File: src/hdl/afps_pkg.sv
// Shared types and constants for the converter frame parse and scale block.
package afps_pkg;

	localparam int CHANNELS = 2;

	localparam int CODE_W  = 24;
	localparam int VALUE_W = 32;
	localparam int VREF_W  = 31;
	localparam int GAIN_W  = 3;
	localparam int STATUS_W = 16;
	localparam int PROD_W  = CODE_W + VREF_W;
	// 2^23 - 1 and 2^23 full-scale code magnitudes
	localparam int FS_SHIFT = CODE_W - 1;
	localparam logic [CODE_W-1:0] POS_FULL_SCALE = CODE_W'((1 << FS_SHIFT) - 1);

	localparam int CFG_INDEX_W = 2;
	localparam logic [CFG_INDEX_W-1:0] REG_VREF        = 2'd0;
	localparam logic [CFG_INDEX_W-1:0] REG_GAIN_FIRST  = 2'd1;
	localparam logic [CFG_INDEX_W-1:0] REG_GAIN_SECOND = 2'd2;

	localparam logic [VREF_W-1:0] VREF_RESET = 31'd1200000000;
	localparam logic [GAIN_W-1:0] GAIN_RESET = 3'd0;

	typedef struct packed {
		logic [STATUS_W-1:0]       status_word;
		logic [CODE_W-1:0]         code_first;
		logic [CODE_W-1:0]         code_second;
		logic signed [VALUE_W-1:0] prior_first;
		logic signed [VALUE_W-1:0] prior_second;
		logic                      want_nanovolts;
	} frame_t;

	typedef struct packed {
		logic signed [VALUE_W-1:0] value_first;
		logic signed [VALUE_W-1:0] value_second;
		logic [1:0]                ready_mask;
	} result_t;

	// per-stage load strobes shared by all lanes
	typedef struct packed {
		logic s1;
		logic s2;
		logic s3;
	} adv_t;

endpackage

File: src/hdl/afps_lane.sv
// One channel lane: sign extension, full-scale multiply and constant divide.
module afps_lane (
	input  logic                                  clk,
	input  afps_pkg::adv_t                        adv,
	input  logic [afps_pkg::CODE_W-1:0]           code,
	input  logic signed [afps_pkg::VALUE_W-1:0]   prior,
	input  logic                                  rdy,
	input  logic                                  nano,
	input  logic [afps_pkg::GAIN_W-1:0]           gain,
	input  logic [afps_pkg::VREF_W-1:0]           vref,
	output logic signed [afps_pkg::VALUE_W-1:0]   value,
	output logic                                  rdy_out
);

	localparam int CW = afps_pkg::CODE_W;
	localparam int VW = afps_pkg::VALUE_W;
	localparam int PW = afps_pkg::PROD_W;
	localparam int SH = afps_pkg::FS_SHIFT;
	localparam int HW = PW - SH;

	logic                 upd;
	logic [VW-1:0]        ext;
	logic [CW-1:0]        mag;

	logic [VW-1:0]        keep_s1, keep_s2, keep_s3;
	logic                 scale_s1, scale_s2, scale_s3;
	logic                 neg_s1, neg_s2, neg_s3;
	logic                 rdy_s1, rdy_s2, rdy_s3;
	logic [CW-1:0]        mag_s1;
	logic [afps_pkg::VREF_W-1:0] fsr_s1;
	logic [PW-1:0]        prod_s2;
	logic [HW-1:0]        hi_s3;
	logic [HW:0]          sum_s3;

	logic [HW-SH:0]       fold_hi;
	logic [CW-1:0]        fold_sum;
	logic                 fold_carry;
	logic [VW-1:0]        quot_pos;

	assign upd = (prior != '0) && rdy;
	assign ext = {{(VW-CW){code[CW-1]}}, code};
	assign mag = code[CW-1] ? CW'(-code) : code;

	always_ff @(posedge clk) begin
		if (adv.s1) begin
			keep_s1  <= (upd && !nano) ? ext : prior;
			scale_s1 <= upd && nano;
			neg_s1   <= code[CW-1];
			mag_s1   <= mag;
			fsr_s1   <= vref >> gain;
			rdy_s1   <= rdy;
		end
		if (adv.s2) begin
			prod_s2  <= PW'(mag_s1) * PW'(fsr_s1);
			keep_s2  <= keep_s1;
			scale_s2 <= scale_s1;
			neg_s2   <= neg_s1;
			rdy_s2   <= rdy_s1;
		end
		// split P = hi*2^23 + lo; P mod (2^23-1) follows hi + lo
		if (adv.s3) begin
			hi_s3    <= prod_s2[PW-1:SH];
			sum_s3   <= (HW+1)'(prod_s2[PW-1:SH]) + (HW+1)'(prod_s2[SH-1:0]);
			keep_s3  <= keep_s2;
			scale_s3 <= scale_s2;
			neg_s3   <= neg_s2;
			rdy_s3   <= rdy_s2;
		end
	end

	// second fold leaves a value below twice the divisor: one compare fixes it
	assign fold_hi    = sum_s3[HW:SH];
	assign fold_sum   = CW'(fold_hi) + CW'(sum_s3[SH-1:0]);
	assign fold_carry = fold_sum >= afps_pkg::POS_FULL_SCALE;
	assign quot_pos   = VW'(hi_s3) + VW'(fold_hi) + VW'(fold_carry);

	always_comb begin
		if (!scale_s3)
			value = keep_s3;
		else if (neg_s3)
			value = VW'(-hi_s3);
		else
			value = quot_pos;
	end

	assign rdy_out = rdy_s3;

endmodule

File: src/hdl/afps_merge.sv
// Output stage: gathers lane results and ready bits into the result register.
module afps_merge (
	input  logic                                               clk,
	input  logic                                               arst_n,
	input  logic                                               load,
	input  logic [afps_pkg::CHANNELS-1:0][afps_pkg::VALUE_W-1:0] lane_value,
	input  logic [afps_pkg::CHANNELS-1:0]                      lane_rdy,
	input  logic                                               take,
	output logic                                               room,
	output logic                                               result_valid,
	output afps_pkg::result_t                                  result
);

	logic              valid_q;
	afps_pkg::result_t result_q;

	always_ff @(posedge clk or negedge arst_n) begin
		if (!arst_n) begin
			valid_q <= 1'b0;
		end else begin
			valid_q <= load || (valid_q && !take);
		end
	end

	always_ff @(posedge clk) begin
		if (load) begin
			result_q.value_first  <= lane_value[0];
			result_q.value_second <= lane_value[1];
			result_q.ready_mask   <= lane_rdy[1:0];
		end
	end

	assign room         = !valid_q || take;
	assign result_valid = valid_q;
	assign result       = result_q;

endmodule

File: src/hdl/adc_frame_parse_and_scale.sv
// Top level: config registers, stage valid chain and the channel lanes.
//
//  channel   signals                                   direction
//  frame     frame_valid, frame_ready, frame           in
//  result    result_valid, result_ready, result        out
//  config    cfg_we, cfg_index, cfg_data               in, write only
//
// One frame per cycle sustained while result_ready holds; each result passes
// lane stages s1, s2 (multiply), s3 (two-step divide) and the result register.
// Each stage fills whenever it is empty, so bubbles close up under output stall.
// Reset clears all stage valids and loads the register reset values.
module adc_frame_parse_and_scale (
	input  logic                                 clk,
	input  logic                                 arst_n,
	input  logic                                 frame_valid,
	output logic                                 frame_ready,
	input  afps_pkg::frame_t                     frame,
	output logic                                 result_valid,
	input  logic                                 result_ready,
	output afps_pkg::result_t                    result,
	input  logic                                 cfg_we,
	input  logic [afps_pkg::CFG_INDEX_W-1:0]     cfg_index,
	input  logic [afps_pkg::VREF_W-1:0]          cfg_data
);

	localparam int N = afps_pkg::CHANNELS;

	logic [afps_pkg::VREF_W-1:0]           vref_q;
	logic [N-1:0][afps_pkg::GAIN_W-1:0]    gain_q;

	logic v_s1, v_s2, v_s3;
	logic rdy1, rdy2, rdy3, room;
	logic load_out;
	afps_pkg::adv_t adv;

	logic [N-1:0][afps_pkg::CODE_W-1:0]    code;
	logic [N-1:0][afps_pkg::VALUE_W-1:0]   prior;
	logic [N-1:0][afps_pkg::VALUE_W-1:0]   lane_value;
	logic [N-1:0]                          lane_rdy;

	always_ff @(posedge clk or negedge arst_n) begin
		if (!arst_n) begin
			vref_q <= afps_pkg::VREF_RESET;
			gain_q <= {N{afps_pkg::GAIN_RESET}};
		end else if (cfg_we) begin
			case (cfg_index)
				afps_pkg::REG_VREF:        vref_q    <= cfg_data;
				afps_pkg::REG_GAIN_FIRST:  gain_q[0] <= cfg_data[afps_pkg::GAIN_W-1:0];
				afps_pkg::REG_GAIN_SECOND: gain_q[1] <= cfg_data[afps_pkg::GAIN_W-1:0];
				default: ;
			endcase
		end
	end

	assign rdy3     = !v_s3 || room;
	assign rdy2     = !v_s2 || rdy3;
	assign rdy1     = !v_s1 || rdy2;
	assign load_out = v_s3 && room;
	assign adv.s3   = v_s2 && rdy3;
	assign adv.s2   = v_s1 && rdy2;
	assign adv.s1   = frame_valid && rdy1;
	assign frame_ready = rdy1;

	always_ff @(posedge clk or negedge arst_n) begin
		if (!arst_n) begin
			v_s1 <= 1'b0;
			v_s2 <= 1'b0;
			v_s3 <= 1'b0;
		end else begin
			v_s1 <= adv.s1 || (v_s1 && !adv.s2);
			v_s2 <= adv.s2 || (v_s2 && !adv.s3);
			v_s3 <= adv.s3 || (v_s3 && !load_out);
		end
	end

	assign code[0]  = frame.code_first;
	assign code[1]  = frame.code_second;
	assign prior[0] = frame.prior_first;
	assign prior[1] = frame.prior_second;

	for (genvar i = 0; i < N; i++) begin : g_lane
		afps_lane u_lane (
			.clk     (clk),
			.adv     (adv),
			.code    (code[i]),
			.prior   (prior[i]),
			.rdy     (frame.status_word[i]),
			.nano    (frame.want_nanovolts),
			.gain    (gain_q[i]),
			.vref    (vref_q),
			.value   (lane_value[i]),
			.rdy_out (lane_rdy[i])
		);
	end

	afps_merge u_merge (
		.clk          (clk),
		.arst_n       (arst_n),
		.load         (load_out),
		.lane_value   (lane_value),
		.lane_rdy     (lane_rdy),
		.take         (result_ready),
		.room         (room),
		.result_valid (result_valid),
		.result       (result)
	);

endmodule
File: config.mk
export PLATFORM = sky130hd
export DESIGN_NAME = adc_frame_parse_and_scale
export DESIGN_NICKNAME = d
export VERILOG_FILES = /design/src/hdl/afps_pkg.sv /design/src/hdl/afps_lane.sv /design/src/hdl/afps_merge.sv /design/src/hdl/adc_frame_parse_and_scale.sv
export SDC_FILE = /design/constraint.sdc
export NUM_CORES = 2
export LEC_CHECK = 0
export BUFFER_PORTS_ARGS = -buffer_cell sky130_fd_sc_hd__buf_2
export CAP_MARGIN = 10
export CELL_PAD_IN_SITES_DETAIL_PLACEMENT = 0
export CELL_PAD_IN_SITES_GLOBAL_PLACEMENT = 1
export CORE_ASPECT_RATIO = 0.8
export CORE_UTILIZATION = 47
export DETAILED_ROUTE_END_ITERATION = 6
export PLACE_DENSITY = 0.85
export SETUP_SLACK_MARGIN = 0.2
export SYNTH_ARGS = -nofsm -noshare
export SYNTH_HDL_FRONTEND = slang
export SYNTH_HIERARCHICAL = 1
export SYNTH_SLANG_ARGS = --single-unit
File: constraint.sdc
create_clock -name clk -period 6.84 [get_ports clk]
set_input_delay 0.342 -clock clk [delete_from_list [all_inputs] [get_ports clk]]
set_output_delay 0.342 -clock clk [all_outputs]
set_load 0.02 [all_outputs]
# Word-level counts from Yosys, hierarchy flattened
# Index checks and enable logic that the tools add are counted.
# Widths: inputs -> output; s select.
totals:
  wordCells: 111
  output_inout_bits: 68
  in_bits: 167
  reg_bits: 667
op_classes:
  n_shift: 2
  mux: 8
  reduce_logical: 37
  add_sub_neg: 12
  eq_ne: 2
  mul: 2
  magnitude_cmp: 2
op_table:
  columns: ["op", "count"]
  rows:
  - ["$mux 32", 6]
  - ["$mul 24x31->55", 2]
  - ["$add 32x23->33", 2]
  - ["$add 32x1->32", 2]
  - ["$add 32x10->32", 2]
  - ["$neg 32->32", 2]
  - ["$reduce_bool 32->1", 2]
  - ["$shr 31x3->31", 2]
  - ["$add 10x23->24", 2]
  - ["$ge 24x23->1 const B", 2]
  - ["$neg 24->24", 2]
  - ["$mux 23", 2]
  - ["$logic_and 1x1->1", 14]
  - ["$logic_not 1->1", 9]
  - ["$logic_or 1x1->1", 8]
  - ["$reduce_and 2->1", 3]
  - ["$eq 2x1->1 const B", 1]
  - ["$eq 2x2->1 const B", 1]
  - ["$logic_not 2->1", 1]

# Longest topological paths before layout
logic_depth:
  ltp_word: 8
  depth_mapped: 27
  ltp_nobuf: 25

# Cells and area by module
# The synthesis kept the hierarchy.
by_module_without_submodules:
  columns: ["mod", "cells_per_inst", "instances", "area_each_um2", "seq_area_each_um2"]
  rows:
  - ["afps_lane at g_lane[1].u_lane", 3889, 1, 38089.0, 8408.1]
  - ["afps_lane at g_lane[0].u_lane", 3892, 1, 37996.4, 8408.1]
  - ["afps_merge", 69, 1, 2029.4, 2006.9]
  - ["adc_frame_parse_and_scale", 93, 1, 1564.0, 1013.5]

# Worst setup path before layout
# No wires, ideal clock.
synth_timing:
  path_type: "register to register"
  from: "reg g_lane[1].u_lane/fsr_s1[24] (netlist name)"
  to: "reg g_lane[1].u_lane.prod_s2[53], data pin"
  path_stages_with_launch: 25
  setup_slack_ns: -0.206
  setup_time_ns: 0.135
  t_arrival_ns: 6.911
  n_path_buf: 2
  t_required_ns: 6.705
  synth_period_minus_slack_ns: 7.046
  cell_sequence: "edfxtp_1 > clkbuf_1 > and2_1 > fa_1 > fa_1 > inv_1 > fa_1 > inv_1 > fa_1 > fa_1 > fa_1 > inv_1 > fa_1 > inv_1 > ha_1 > buf_2 > nand2_1 > or4_1 > nor3b_1 > a21oi_1 > a21boi_1 > a21oi_1 > o21a_1 > or4_1 > nand3_1"
synth_between:
  elab_chain_cells: 1
synth_lines:
  columns: ["item", "line", "text"]
  rows:
  - ["start, declared", "afps_lane.sv:30", "logic [afps_pkg::VREF_W-1:0] fsr_s1;"]
  - ["start signal, assigned", "afps_lane.sv:50", "fsr_s1 <= vref >> gain;"]
  - ["$mul 24x31->55", "afps_lane.sv:54", "prod_s2 <= PW'(mag_s1) * PW'(fsr_s1);"]
  - ["end signal, assigned", "afps_lane.sv:54", null]
  - ["end, declared", "afps_lane.sv:31", "logic [PW-1:0] prod_s2;"]
# No other way between the ends.
# A chain may end at the register's enable or synchronous reset.

# Worst setup path in the final report
layout_timing:
  from: "reg g_lane[1].u_lane.mag_s1[2]"
  to: "reg g_lane[1].u_lane.prod_s2[53], data pin"
layout_between:
  elab_chain_cells: 1
layout_lines:
  columns: ["item", "line", "text"]
  rows:
  - ["start, declared", "afps_lane.sv:29", "logic [CW-1:0] mag_s1;"]
  - ["start signal, assigned", "afps_lane.sv:49", "mag_s1 <= mag;"]
  - ["$mul 24x31->55", "afps_lane.sv:54", null]
# No other way between the ends.

==> results.tsv <==
metric	value	unit
busiest_layer	met1	
grt_util_all_layers	26.04	%
via_per_inst	5.373	
slowest_stage	fa_1	
ys_ff_latch	667	
outcome	finished with violations	
period_needed	7.191	ns
ys_top_cells_by_count	inv_1 (1499), fa_1 (1280), nand2_1 (1103), and2_1 (778), edfxtp_1 (626)	
totalWireLength	221700	um
cts.sinks	667	
relSlewSlack	29.12	%
coreArea	0.1675	mm^2
num_io_pins	235	
clock_path_buffers	3	
end_kind	flop	
r2r_end	g_lane[1].u_lane/prod_s2[53]$_DFFE_PP_	
final_layout_size_suffix_gt1_share	17.87	%
cp_data_arrival_time	7.75	ns
r2r-start	g_lane[1].u_lane/mag_s1[2]$_DFFE_PP_	
grt_pass1_wl	346800	um
die_h	370.3	um
critPathMaxFanout	12	
syn_nets	9840	
cts_tree	built	
ys_seq_area_share	24.90	%
die_x	462.3	um
synth_cell_types	86	
critPathBufInv	7	
crit_end	g_lane[1].u_lane/prod_s2[53]$_DFFE_PP_	
met2_usage	37.52	%
antenna_left	0	
synthTopCellsByArea	fa_1 (32%), edfxtp_1 (24%), ha_1 (7.1%), inv_1 (7.1%), and2_1 (6.1%)	
drt-pass1-iter-count	6	
crit_start	g_lane[1].u_lane/mag_s1[2]$_DFFE_PP_	
cts_inserted_buffers	75	
fillers	13980	
ys.flop_type	edfxtp_1	
clk_pin_slew	0.07	ns
grt_overflow	0	
die_area	0.1712	mm^2
ys.warnings.count	6	
seq_area	0.01984	mm^2
r2r_cells	25	
antenna_found_initial	12	
worstMarginPinSlew	1.052	ns
startpoint_type	flop	
clk_latency	0.73	ns
synth_edf_count	626	
synth_most_common_cell	inv_1	
violations	setup timing	
grt_max_degree	109	
dp_hpwl	176600	um
rsz0062_at_grt	true	
met1_usage	39.46	%
post-route-worst-setup-slack	-0.3512	ns
setup_viol	28	
synth_area_leader_cell	fa_1	
grt_pass1_vias	60610	
cp_data_required_time	7.40	ns
netlist.area_leader.share	32.16	%
port_buffers	220	
r2r_slack	-0.35	ns
critPathMostFrequentCell	fa_1	
htreeDepth	3	
critical_path_class	flop to flop	
cts-root-buf	clkbuf_16	
grtUsageMet3	6.658	%
drv_slew	0	
start_util	47.57	%
drt-initial-drc-count	5426	
multiInputGateArea	0.05462	mm^2
finalCritPeriodShare	105.1	%
max_stage_delay	0.59	ns
crit_family	adder cells	
final_nets	10570	
async_reset_ff_share	6.147	%
place_congestion	0.9618	
num_vias	58990	
rows	134	
drcViolationCount	0	
cp.depth	25	
finalNonFillerCells	10980	
fin_worst_skew	0.07361	ns
dp.cells	10610	
wl_per_cell	20.19	um
max_freq	139.1	MHz
area_growth	18.95	%
synth.avg_cell_area	10.03	um^2
min_path_type	input port to flop	
hold_viol	0	
maxCapViolCount	0	
postSynthCellCount	7943	
synth_area	0.07968	mm^2
## final cells by class
class | count | area share [%]
Clock inverter | 50 | 0.7274
Timing Repair Buffer | 1032 | 9.749
Tap cell | 2244 | 2.962
Sequential cell | 667 | 20.93
Inverter | 1506 | 5.964
Clock buffer | 86 | 2.024
Multi-Input combinational cell | 5391 | 57.63
Antenna cell | 4 | 0.01056
## registers in the layout, indices dropped and copies added (netlist names), 6 cells and up
| signal | count |
|---|---|
| g_lane.u_lane/prod_s2 | 110 |
| g_lane.u_lane/fsr_s1 | 62 |
| g_lane.u_lane/mag_s1 | 48 |
| vref_q | 31 |
| g_lane.u_lane/keep_s2 | 64 |
| g_lane.u_lane/keep_s3 | 64 |
| u_merge/result | 66 |
| g_lane.u_lane/keep_s1 | 64 |
| gain_q | 6 |
| g_lane.u_lane/sum_s3 | 66 |
| g_lane.u_lane/hi_s3 | 64 |
## metal layers
metal,wire (um),vias up
li1,-,26430
met1,101300,29790
met2,92380,2510
met3,23980,261
met4,4017,2
met5,13,-
## cell usage in the layout (no fill, tap or decap), types with 31 or more instances in the layout
master / instances
a21o_1: 77
a21oi_1: 216
and2_1: 742
and2_4: 36
buf_12: 104
buf_2: 220
buf_4: 497
buf_6: 75
clkbuf_16: 81
dfrtp_1: 31
dlygate4sd3_1: 124
edfxtp_1: 626
fa_1: 1222
fa_2: 58
ha_1: 405
ha_4: 40
inv_1: 1439
inv_2: 64
mux2_2: 94
nand2_1: 1085
nand2b_1: 43
nand3_1: 65
nand4_1: 42
nor2_1: 166
nor2b_1: 32
nor3_1: 52
o21a_1: 32
o21ai_0: 135
o21bai_1: 32
xnor2_1: 177
xor2_1: 67
## timing repair
action,in CTS,in global routing
hold buffers,124,0
gates resized for setup,302,214
pin swaps,218,203
setup buffers,60,44
cloned,0,6
setup endpoints to repair,55,68
endpoints found under the hold margin,151,0
## worst min path at each step
stage / startpoint / endpoint / slack, ns / cells past startpoint
after floorplan: arst_n / gain_q[0]$_DFFE_PN0P_ / 0.05 / 0
after global placement: g_lane[1].u_lane/keep_s1[4]$_DFFE_PP_ / g_lane[1].u_lane/keep_s2[4]$_DFFE_PP_ / 0.40 / 0
after detailed placement: g_lane[0].u_lane/keep_s2[11]$_DFFE_PP_ / g_lane[0].u_lane/keep_s3[11]$_DFFE_PP_ / 0.40 / 0
after CTS: frame[102] / g_lane[0].u_lane/keep_s1[13]$_DFFE_PP_ / 0.00003 / 3
after global routing: frame[89] / g_lane[0].u_lane/mag_s1[0]$_DFFE_PP_ / 0.03 / 1
final: frame[0] / g_lane[1].u_lane/scale_s1$_DFFE_PP_ / 0.05 / 3
## worst register-to-register path: stages (launching register included)
cell      delay, ns
edfxtp_1       0.38
buf_6          0.16
buf_12         0.14
buf_12         0.16
and2_4         0.14
fa_1           0.46
fa_1           0.56
inv_2          0.04
fa_1           0.54
inv_2          0.04
fa_1           0.59
fa_1           0.45
fa_1           0.49
inv_1          0.05
fa_1           0.55
inv_2          0.06
ha_4           0.29
nand2_4        0.06
or4_4          0.48
nor3b_2        0.17
a21oi_1        0.12
a21boi_4       0.26
a21oi_4        0.10
o21a_1         0.24
or4_1          0.42
nand3_1        0.08
## logic make-up after synthesis
| kind of cell | synth area share (%) |
|---|---|
| compound gates | 6.325 |
| fa+ha+maj | 39.23 |
| simple gates | 15.29 |
| mux | 2.487 |
| xor+xnor | 2.847 |
| buf+inv | 8.930 |
| flops | 24.90 |
## through the flow
stage                     setup TNS, ns  hold slack [ns]  worst slack, ns  instance area [um^2]  util, %
final                            -4.646          0.05284          -0.3512                 94780    56.59
after CTS                        -3.105       0.00002742          -0.2979                 93390    55.76
after detailed placement         -9.065           0.4045          -0.4634                 87860    52.45
after floorplan                       0          0.04641           0.1530                 80100        -
after global placement           -6.611           0.4003          -0.3739                 87850    52.45
after global routing             -10.63          0.03462          -0.5311                 94770    56.58
Power is left out: the tool's default activity adds up to more than one toggle a clock period on the data nets, which glitch-free logic cannot reach.
